<file path="src/sv/sit_pkg.sv">
// Shared constants, codes and controller/datapath interface types for the sorted table.
`timescale 1ns / 1ps
package sit_pkg;

  localparam int DEPTH    = 32;
  localparam int IDX_W    = $clog2(DEPTH);
  localparam int CNT_W    = $clog2(DEPTH + 1);
  localparam int VALUE_W  = 32;
  localparam int COUNT_W  = 6;
  localparam int OP_W     = 2;
  localparam int S_DATA_W = 32;
  localparam int M_DATA_W = 40;
  localparam int M_USER_W = 2;

  typedef enum logic [OP_W-1:0] {
    OP_INSERT = 2'd0,
    OP_READ   = 2'd1,
    OP_CLEAR  = 2'd2,
    OP_NONE   = 2'd3
  } op_t;

  typedef struct packed {
    logic accept;
    logic emit;
  } ctrl_cmd_t;

  typedef struct packed {
    logic start_read;
    logic rd_last;
    logic slot_free;
  } dp_status_t;

endpackage

</file>
<file path="src/sv/sorted_insert_table_top.sv">
// Sorted insertion table: accepts insert, readout and clear transactions and streams results.
// Insert, clear, no-op and empty readout each give one result, registered in the cycle after acceptance.
// A readout of N entries gives N results, one per cycle while the output is not stalled, once the
// controller has entered its read state. Input is taken at one transaction per cycle while the output
// is not stalled, except that a readout holds off input while the read index walks the cell row.
// Synchronous active-high reset empties the table and the output register.
`timescale 1ns / 1ps
module sorted_insert_table_top (
  input  logic                          clk,
  input  logic                          rst,
  input  logic                          s_tvalid,
  output logic                          s_tready,
  input  logic [sit_pkg::S_DATA_W-1:0]  s_tdata,  // value[31:0]
  input  logic [sit_pkg::OP_W-1:0]      s_tuser,  // op[1:0]
  output logic                          m_tvalid,
  input  logic                          m_tready,
  output logic [sit_pkg::M_DATA_W-1:0]  m_tdata,  // entry[31:0], count[37:32], zero pad
  output logic [sit_pkg::M_USER_W-1:0]  m_tuser,  // dropped[0], empty_res[1]
  output logic                          m_tlast
);
  import sit_pkg::*;

  ctrl_cmd_t  cmd;
  dp_status_t status;

  sit_ctrl u_ctrl (
    .clk      (clk),
    .rst      (rst),
    .s_tvalid (s_tvalid),
    .s_tready (s_tready),
    .cmd      (cmd),
    .status   (status)
  );

  sit_datapath u_datapath (
    .clk      (clk),
    .rst      (rst),
    .s_tdata  (s_tdata),
    .s_tuser  (s_tuser),
    .cmd      (cmd),
    .status   (status),
    .m_tvalid (m_tvalid),
    .m_tready (m_tready),
    .m_tdata  (m_tdata),
    .m_tuser  (m_tuser),
    .m_tlast  (m_tlast)
  );

endmodule

</file>
<file path="src/sv/sit_ctrl.sv">
// Controller state machine that sequences transactions and readout for the sorted table.
`timescale 1ns / 1ps
module sit_ctrl (
  input  logic                clk,
  input  logic                rst,
  input  logic                s_tvalid,
  output logic                s_tready,
  output sit_pkg::ctrl_cmd_t  cmd,
  input  sit_pkg::dp_status_t status
);
  import sit_pkg::*;

  typedef enum logic [1:0] {
    ST_IDLE = 2'b01,
    ST_READ = 2'b10
  } state_t;

  state_t state;
  state_t state_next;

  assign s_tready   = (state == ST_IDLE) && status.slot_free;
  assign cmd.accept = s_tvalid && s_tready;
  assign cmd.emit   = (state == ST_READ) && status.slot_free;

  always_comb begin
    state_next = state;
    unique case (state)
      ST_IDLE: begin
        if (cmd.accept && status.start_read) begin
          state_next = ST_READ;
        end
      end
      ST_READ: begin
        if (cmd.emit && status.rd_last) begin
          state_next = ST_IDLE;
        end
      end
      default: begin
        state_next = ST_IDLE;
      end
    endcase
  end

  always_ff @(posedge clk) begin
    if (rst) begin
      state <= ST_IDLE;
    end else begin
      state <= state_next;
    end
  end

endmodule

</file>
<file path="src/sv/sit_datapath.sv">
// Datapath with the compare-and-shift cell row, entry count, read index and output register.
`timescale 1ns / 1ps
module sit_datapath (
  input  logic                          clk,
  input  logic                          rst,
  input  logic [sit_pkg::S_DATA_W-1:0]  s_tdata,
  input  logic [sit_pkg::OP_W-1:0]      s_tuser,
  input  sit_pkg::ctrl_cmd_t            cmd,
  output sit_pkg::dp_status_t           status,
  output logic                          m_tvalid,
  input  logic                          m_tready,
  output logic [sit_pkg::M_DATA_W-1:0]  m_tdata,
  output logic [sit_pkg::M_USER_W-1:0]  m_tuser,
  output logic                          m_tlast
);
  import sit_pkg::*;

  logic signed [VALUE_W-1:0] cells [DEPTH];
  logic signed [VALUE_W-1:0] cells_next [DEPTH];
  logic        [DEPTH-1:0]   lt;
  logic        [CNT_W-1:0]   count;
  logic        [IDX_W-1:0]   rd_idx;
  logic signed [VALUE_W-1:0] value;
  op_t                       op;
  logic                      full;
  logic                      do_insert;
  logic                      load_single;
  logic                      load;

  logic signed [VALUE_W-1:0] out_entry;
  logic                      out_last;
  logic                      out_dropped;
  logic                      out_empty;
  logic        [CNT_W-1:0]   out_count;

  logic signed [VALUE_W-1:0] res_entry;
  logic                      res_last;
  logic                      res_dropped;
  logic                      res_empty;
  logic        [CNT_W-1:0]   res_count;

  assign value = $signed(s_tdata[VALUE_W-1:0]);
  assign op    = op_t'(s_tuser);
  assign full  = (count == CNT_W'(DEPTH));

  assign status.slot_free  = !m_tvalid || m_tready;
  assign status.start_read = (op == OP_READ) && (count != '0);
  assign status.rd_last    = (CNT_W'(rd_idx) == count - CNT_W'(1));

  assign do_insert   = cmd.accept && (op == OP_INSERT) && !full;
  assign load_single = cmd.accept && !status.start_read;
  assign load        = load_single || cmd.emit;

  // Each cell compares against the new value; the ordered contents make lt a prefix.
  always_comb begin
    for (int i = 0; i < DEPTH; i++) begin
      lt[i] = (CNT_W'(i) < count) && (cells[i] < value);
    end
    cells_next[0] = lt[0] ? cells[0] : value;
    for (int i = 1; i < DEPTH; i++) begin
      if (lt[i]) begin
        cells_next[i] = cells[i];
      end else if (lt[i-1]) begin
        cells_next[i] = value;
      end else begin
        cells_next[i] = cells[i-1];
      end
    end
  end

  always_ff @(posedge clk) begin
    if (do_insert) begin
      for (int i = 0; i < DEPTH; i++) begin
        cells[i] <= cells_next[i];
      end
    end
  end

  always_ff @(posedge clk) begin
    if (rst) begin
      count <= '0;
    end else if (do_insert) begin
      count <= count + CNT_W'(1);
    end else if (cmd.accept && (op == OP_CLEAR)) begin
      count <= '0;
    end
  end

  always_ff @(posedge clk) begin
    if (rst) begin
      rd_idx <= '0;
    end else if (cmd.accept) begin
      rd_idx <= '0;
    end else if (cmd.emit) begin
      rd_idx <= rd_idx + IDX_W'(1);
    end
  end

  always_comb begin
    res_entry   = '0;
    res_last    = 1'b1;
    res_dropped = 1'b0;
    res_empty   = 1'b0;
    res_count   = count;
    if (cmd.emit) begin
      res_entry = cells[rd_idx];
      res_last  = status.rd_last;
    end else begin
      unique case (op)
        OP_INSERT: begin
          if (full) begin
            res_dropped = 1'b1;
          end else begin
            res_count = count + CNT_W'(1);
          end
        end
        OP_READ: begin
          res_empty = 1'b1;
          res_count = '0;
        end
        OP_CLEAR: begin
          res_count = '0;
        end
        default: begin
          res_count = count;
        end
      endcase
    end
  end

  always_ff @(posedge clk) begin
    if (rst) begin
      m_tvalid <= 1'b0;
    end else if (load) begin
      m_tvalid <= 1'b1;
    end else if (m_tready) begin
      m_tvalid <= 1'b0;
    end
  end

  always_ff @(posedge clk) begin
    if (load) begin
      out_entry   <= res_entry;
      out_last    <= res_last;
      out_dropped <= res_dropped;
      out_empty   <= res_empty;
      out_count   <= res_count;
    end
  end

  assign m_tdata = {(M_DATA_W - VALUE_W - COUNT_W)'(0), out_count[COUNT_W-1:0],
                    out_entry};
  assign m_tuser = {out_empty, out_dropped};
  assign m_tlast = out_last;

endmodule
</file>
<file path="config.mk">
export PLATFORM = sky130hd
export DESIGN_NAME = sorted_insert_table_top
export DESIGN_NICKNAME = d
export VERILOG_FILES = /design/src/sv/sit_pkg.sv /design/src/sv/sorted_insert_table_top.sv /design/src/sv/sit_ctrl.sv /design/src/sv/sit_datapath.sv
export SDC_FILE = /design/constraint.sdc
export NUM_CORES = 2
export LEC_CHECK = 0
export BUFFER_PORTS_ARGS = -buffer_cell sky130_fd_sc_hd__buf_2
export CAP_MARGIN = 30
export CORE_ASPECT_RATIO = 0.6
export CORE_MARGIN = 4
export CORE_UTILIZATION = 43
export CTS_BUF_LIST = sky130_fd_sc_hd__clkbuf_16
export CTS_CLUSTER_SIZE = 28
export DETAILED_ROUTE_END_ITERATION = 8
export SYNTH_ARGS = -nofsm -noshare
export SYNTH_HDL_FRONTEND = slang
export SYNTH_SLANG_ARGS = --single-unit
</file>
<file path="constraint.sdc">
create_clock -name clk -period 7.1 [get_ports clk]
set_input_delay 0.71 -clock clk [delete_from_list [all_inputs] [get_ports clk]]
set_output_delay 0.71 -clock clk [all_outputs]
set_load 0.02 [all_outputs]
</file>
==> metrics list <==
- On the critical path, the stage with the largest delay is an instance of sky130_fd_sc_hd__or3b_1.
* Count of input and output buffers: 80
- Net count, final: 8854
- The detail route stage leaves a number of antenna-violating nets equal to 0.
- Total detailed-routing wirelength: about 350 mm
- FP Rows: between 100 and 150
- Quantity of hold-fixing buffers added after cts: 0
- The die is 356.1 um tall.
* Final hold viol count: 0
- CTS H-Tree Depth: 3
- Highest-count cells in the layout ignoring fill and taps: sky130_fd_sc_hd__edfxtp_1 (1065), sky130_fd_sc_hd__ha_1 (996), sky130_fd_sc_hd__nand2_1 (842), sky130_fd_sc_hd__a21oi_1 (721), sky130_fd_sc_hd__o211ai_1 (625)
- Number of slew-limit violations in the final report: 0
- Dividing the detail-routed wire length by the instance count gives 33.29 um.
- Most frequent standard cell in the layout excluding fill and tap cells: sky130_fd_sc_hd__edfxtp_1
- Most used DFF post-synth: sky130_fd_sc_hd__edfxtp_1
* Number of flops mapped to enable cells by yosys: 1065
- Resize count post-CTS: 0
- Summing the sequential cell areas from Yosys gives between 30 and 40% of the chip area.
- Design Power: around 17 mW
- Routability-driven placement finished with a final weighted congestion of roughly 0.97.
* Main area contributors after synthesis: sky130_fd_sc_hd__edfxtp_1 (37%), sky130_fd_sc_hd__ha_1 (14%), sky130_fd_sc_hd__mux4_2 (8.3%)
- The path class of the tightest hold or removal check is in2reg.
* Status: finished clean
- Switching share of power: between 30% and 40%
- Entering global routing, the biggest net connects between 100 and 150 pins.
- The share of total power dissipated in combinational logic is between 10% and 20%.
- Die ar.: about 210000 um^2
* Number of ports placed on the die boundary: between 80 and 90
* Initial Utilization: 43.37%
- Clock edge transition at the registers on the reported setup and hold paths: approximately 0.060 ns
- Compared with the post-synthesis result, the final layout area differs by 9.215%.
- Met2 capacity usage during global routing: between 30% and 40%
- Share of the synthesized area in the top cell type: roughly 37%
- Most prevalent standard cell on the critical path: sky130_fd_sc_hd__buf_4
- Between clock sinks in the finished design, the worst skew comes to around 0.032 ns.
* Cell type with the largest total area after synthesis: sky130_fd_sc_hd__edfxtp_1
- TritonCTS built the clock tree.
* Post-Synthesis Cells: ~8000
- The number of clock buffers added by TritonCTS is around 110.
* Grt ovf: 0
- Fin crit share: roughly three quarters
- Max Cap Violations: 0
- IR analysis of the VDD net gives a maximum drop of about 0.19 mV.
* Kind of start point of the critical path: input pin
- Setup repair after global routing left no endpoint under its margin.
- Number of synthesis warnings: 0
- After routing, the total negative slack on setup checks comes to 0 ns.
- The filler cells instantiated in the layout total ~18000.
- Clock latency on the worst-skew pair, taken at its later pin, is around 0.77 ns.
- The first global-routing pass estimated roughly 500 mm of wire.
- Critical path type: in2reg
* Final critical-path required period: 5.290 ns
* Largest stage delay on the critical path: ~0.8 ns
- Final number of setup-violating endpoints: 0
- After detailed routing, the number of remaining DRC violations is 0.
* Global routing met3 resource utilization: about 14%
- The analysis attributes to net switching a power of approximately 5.0 mW.
* Antenna violations before repair: 9
* DR vias: between 70000 and 80000
* Cell area after synthesis: between 80000 and 90000 um^2
- FMAX: approximately 190 MHz
- The global routing stage identified its most utilized layer as met1.
- The worst setup path is captured at a register.
- Met1 GRT Util: approximately half
- The first detailed-routing pass ran for 8 iterations.
- In this run, the clock network consumes between 30% and 40% of the power.
- Buffer levels on the longest clock path: 3
- At the pin with the least slew margin, the transition time is 1.157 ns.
* Required time at the worst-slack endpoint: approximately 7.6 ns
* Overall fraction of global-route tracks in use: roughly 32%
* Peak fanout along the critical path: 33
- Data on the critical path arrives at its endpoint at about 5.8 ns.
* Postcts setup bufs: 0
* Clock sinks: between 1000 and 1500
- Slew Limit Headroom: between 20% and 30%
- The via count of the first global-routing pass came to 69140.
- Internal power comes to between 10 and 15 mW.
- Cells with a size suffix above 1 make up between 20% and 30% of the layout.
- Counting distinct cell types in the post-synthesis netlist gives just under 80.
* Avg Inst Size Synth: 10.85 um^2
* Ratio of total power to cell area: ~170 nW/um^2
* Vias per cell: 7.224
- After the first detailed-routing iteration, the DRC count stood at 12654.
- CTS placed an instance of sky130_fd_sc_hd__clkbuf_16 at the clock tree root.
- Once detailed placement completed, the half-perimeter wirelength came to roughly 260 mm.
* Area of the placeable core: around 200000 um^2
- Traced cell by cell, the critical path runs through buf_2, buf_4, inv_2, ha_1, nand3_1, or4_1, o21ai_0, o221ai_1, or3b_1, buf_4, mux2_2.
- Share of synthesized flip-flops with an asynchronous set or reset: 0%
* Flop pwr share: a little under half
* Flops & latches, synth: approximately 1100
- In this run the static leakage power is around 34 nW.
- From left edge to right edge, the die measures slightly below 600 um.
==> routing by layer <==
layer | wire length [um] | vias up
met5 | 345 | -
met4 | 8396 | 12
met3 | 63190 | 530
met2 | 124200 | 6251
met1 | 155500 | 37645
li1 | - | 31868
==> power groups by stage <==
stage                     Combinational (mW)  Clock [mW]  Sequential, mW
final                                   2.64        6.44            7.45
after global routing                    2.82        6.69            7.45
after CTS                               2.51        6.44            7.43
after detailed placement                2.50           0            7.56
after global placement                  2.39           0            7.56
after floorplan                         1.54           0            7.49
==> worst paths after layout <==
path / startpoint / to / slack (ns) / depth (start not counted)
worst max-delay path: s_tdata[12] / u_datapath.cells[17][12]$_DFFE_PP_ / 1.81 / 11
worst min-delay path: s_tvalid / u_ctrl.state[1]$_SDFFE_PP0P_ / 0.28 / 3
worst max register to register: u_datapath.cells[16][14]$_DFFE_PP_ / u_datapath.cells[17][12]$_DFFE_PP_ / 2.25 / 8
worst min register to register: u_datapath.cells[20][3]$_DFFE_PP_ / u_datapath.cells[21][3]$_DFFE_PP_ / 0.59 / 1
==> layout make-up <==
cell class | count | area (um^2) | share of cell area, %
antenna | 2 | 5.005 | 0.005278
clock buffer | 118 | 2953 | 3.114
clock inverter | 95 | 810.8 | 0.8550
inverter | 56 | 210.2 | 0.2217
multi-input combinational | 6201 | 52390 | 55.25
sequential | 1079 | 32280 | 34.04
tap | 2644 | 3308 | 3.489
timing repair buffer | 368 | 2872 | 3.028
==> flip-flops by register name, indices dropped and copies added, names as in the netlist <==
signal and count:
u_datapath.out_count 6, u_datapath.out_entry 32, u_datapath.out_empty 1, u_datapath.rd_idx 5
u_ctrl.state 2, u_datapath.cells 1024, u_datapath.m_tvalid 1, u_datapath.m_tlast 1
u_datapath.out_dropped 1, u_datapath.count 6
==> metrics by stage <==
step | hold slack (ns) | instance area (um^2) | setup slack (ns) | utilization (%) | cells
2_1_floorplan | 0.5527 | 86830 | 1.717 | - | 8004
3_3_place_gp | 0.5788 | 90580 | 1.194 | 45.24 | 10315
3_5_place_dp | 0.5851 | 90870 | 1.301 | 45.39 | 10333
4_1_cts | 0.2286 | 94640 | 2.097 | 47.27 | 10546
5_1_grt | 0.2746 | 94820 | 1.749 | 47.36 | 10561
6_report | 0.2770 | 94830 | 1.810 | 47.36 | 10563
==> cells by family (layout without fill, tap and decap cells) <==
family	Yosys count	count (layout)	share of synthesized area, %
AO/OA/AOI/OAI	2632	2632	19.99
adder cells (fa/ha/maj)	996	996	14.35
AND/OR/NAND/NOR	1623	1623	8.492
other	1	4	0.004319
XOR/XNOR	17	17	0.1715
flip-flops	1079	1079	37.15
buffers and inverters	724	637	3.448
multiplexers	931	931	16.39
==> worst max-delay path: cells and delay by family <==
kind                     cells  cell delay [ns]
AND/OR/NAND/NOR              3             1.74
buffers and inverters        4             1.25
adder cells (fa/ha/maj)      1             0.39
AO/OA/AOI/OAI                2             1.21
multiplexers                 1             0.38
==> cell usage after synthesis (22+ instances only) <==
cell type	number
sky130_fd_sc_hd__clkbuf_1	557
sky130_fd_sc_hd__mux2_4	49
sky130_fd_sc_hd__o21ai_0	370
sky130_fd_sc_hd__a221oi_1	34
sky130_fd_sc_hd__o211ai_1	625
sky130_fd_sc_hd__or3_1	35
sky130_fd_sc_hd__nand4_1	124
sky130_fd_sc_hd__o311ai_0	224
sky130_fd_sc_hd__inv_1	55
sky130_fd_sc_hd__a211oi_1	29
sky130_fd_sc_hd__buf_6	22
sky130_fd_sc_hd__o21ai_1	26
sky130_fd_sc_hd__and4_1	28
sky130_fd_sc_hd__nand3_1	241
sky130_fd_sc_hd__ha_1	996
sky130_fd_sc_hd__edfxtp_1	1065
sky130_fd_sc_hd__a21oi_1	748
sky130_fd_sc_hd__mux2_2	508
sky130_fd_sc_hd__buf_2	59
sky130_fd_sc_hd__o21a_1	25
sky130_fd_sc_hd__o31ai_1	190
sky130_fd_sc_hd__nor2_1	175
sky130_fd_sc_hd__nand2b_1	54
sky130_fd_sc_hd__a21o_1	228
sky130_fd_sc_hd__a31oi_1	38
sky130_fd_sc_hd__mux4_2	320
sky130_fd_sc_hd__nor3_1	22
sky130_fd_sc_hd__nand2_1	845
sky130_fd_sc_hd__mux2i_1	34
Note: power is estimated with default switching activity, not from simulation.
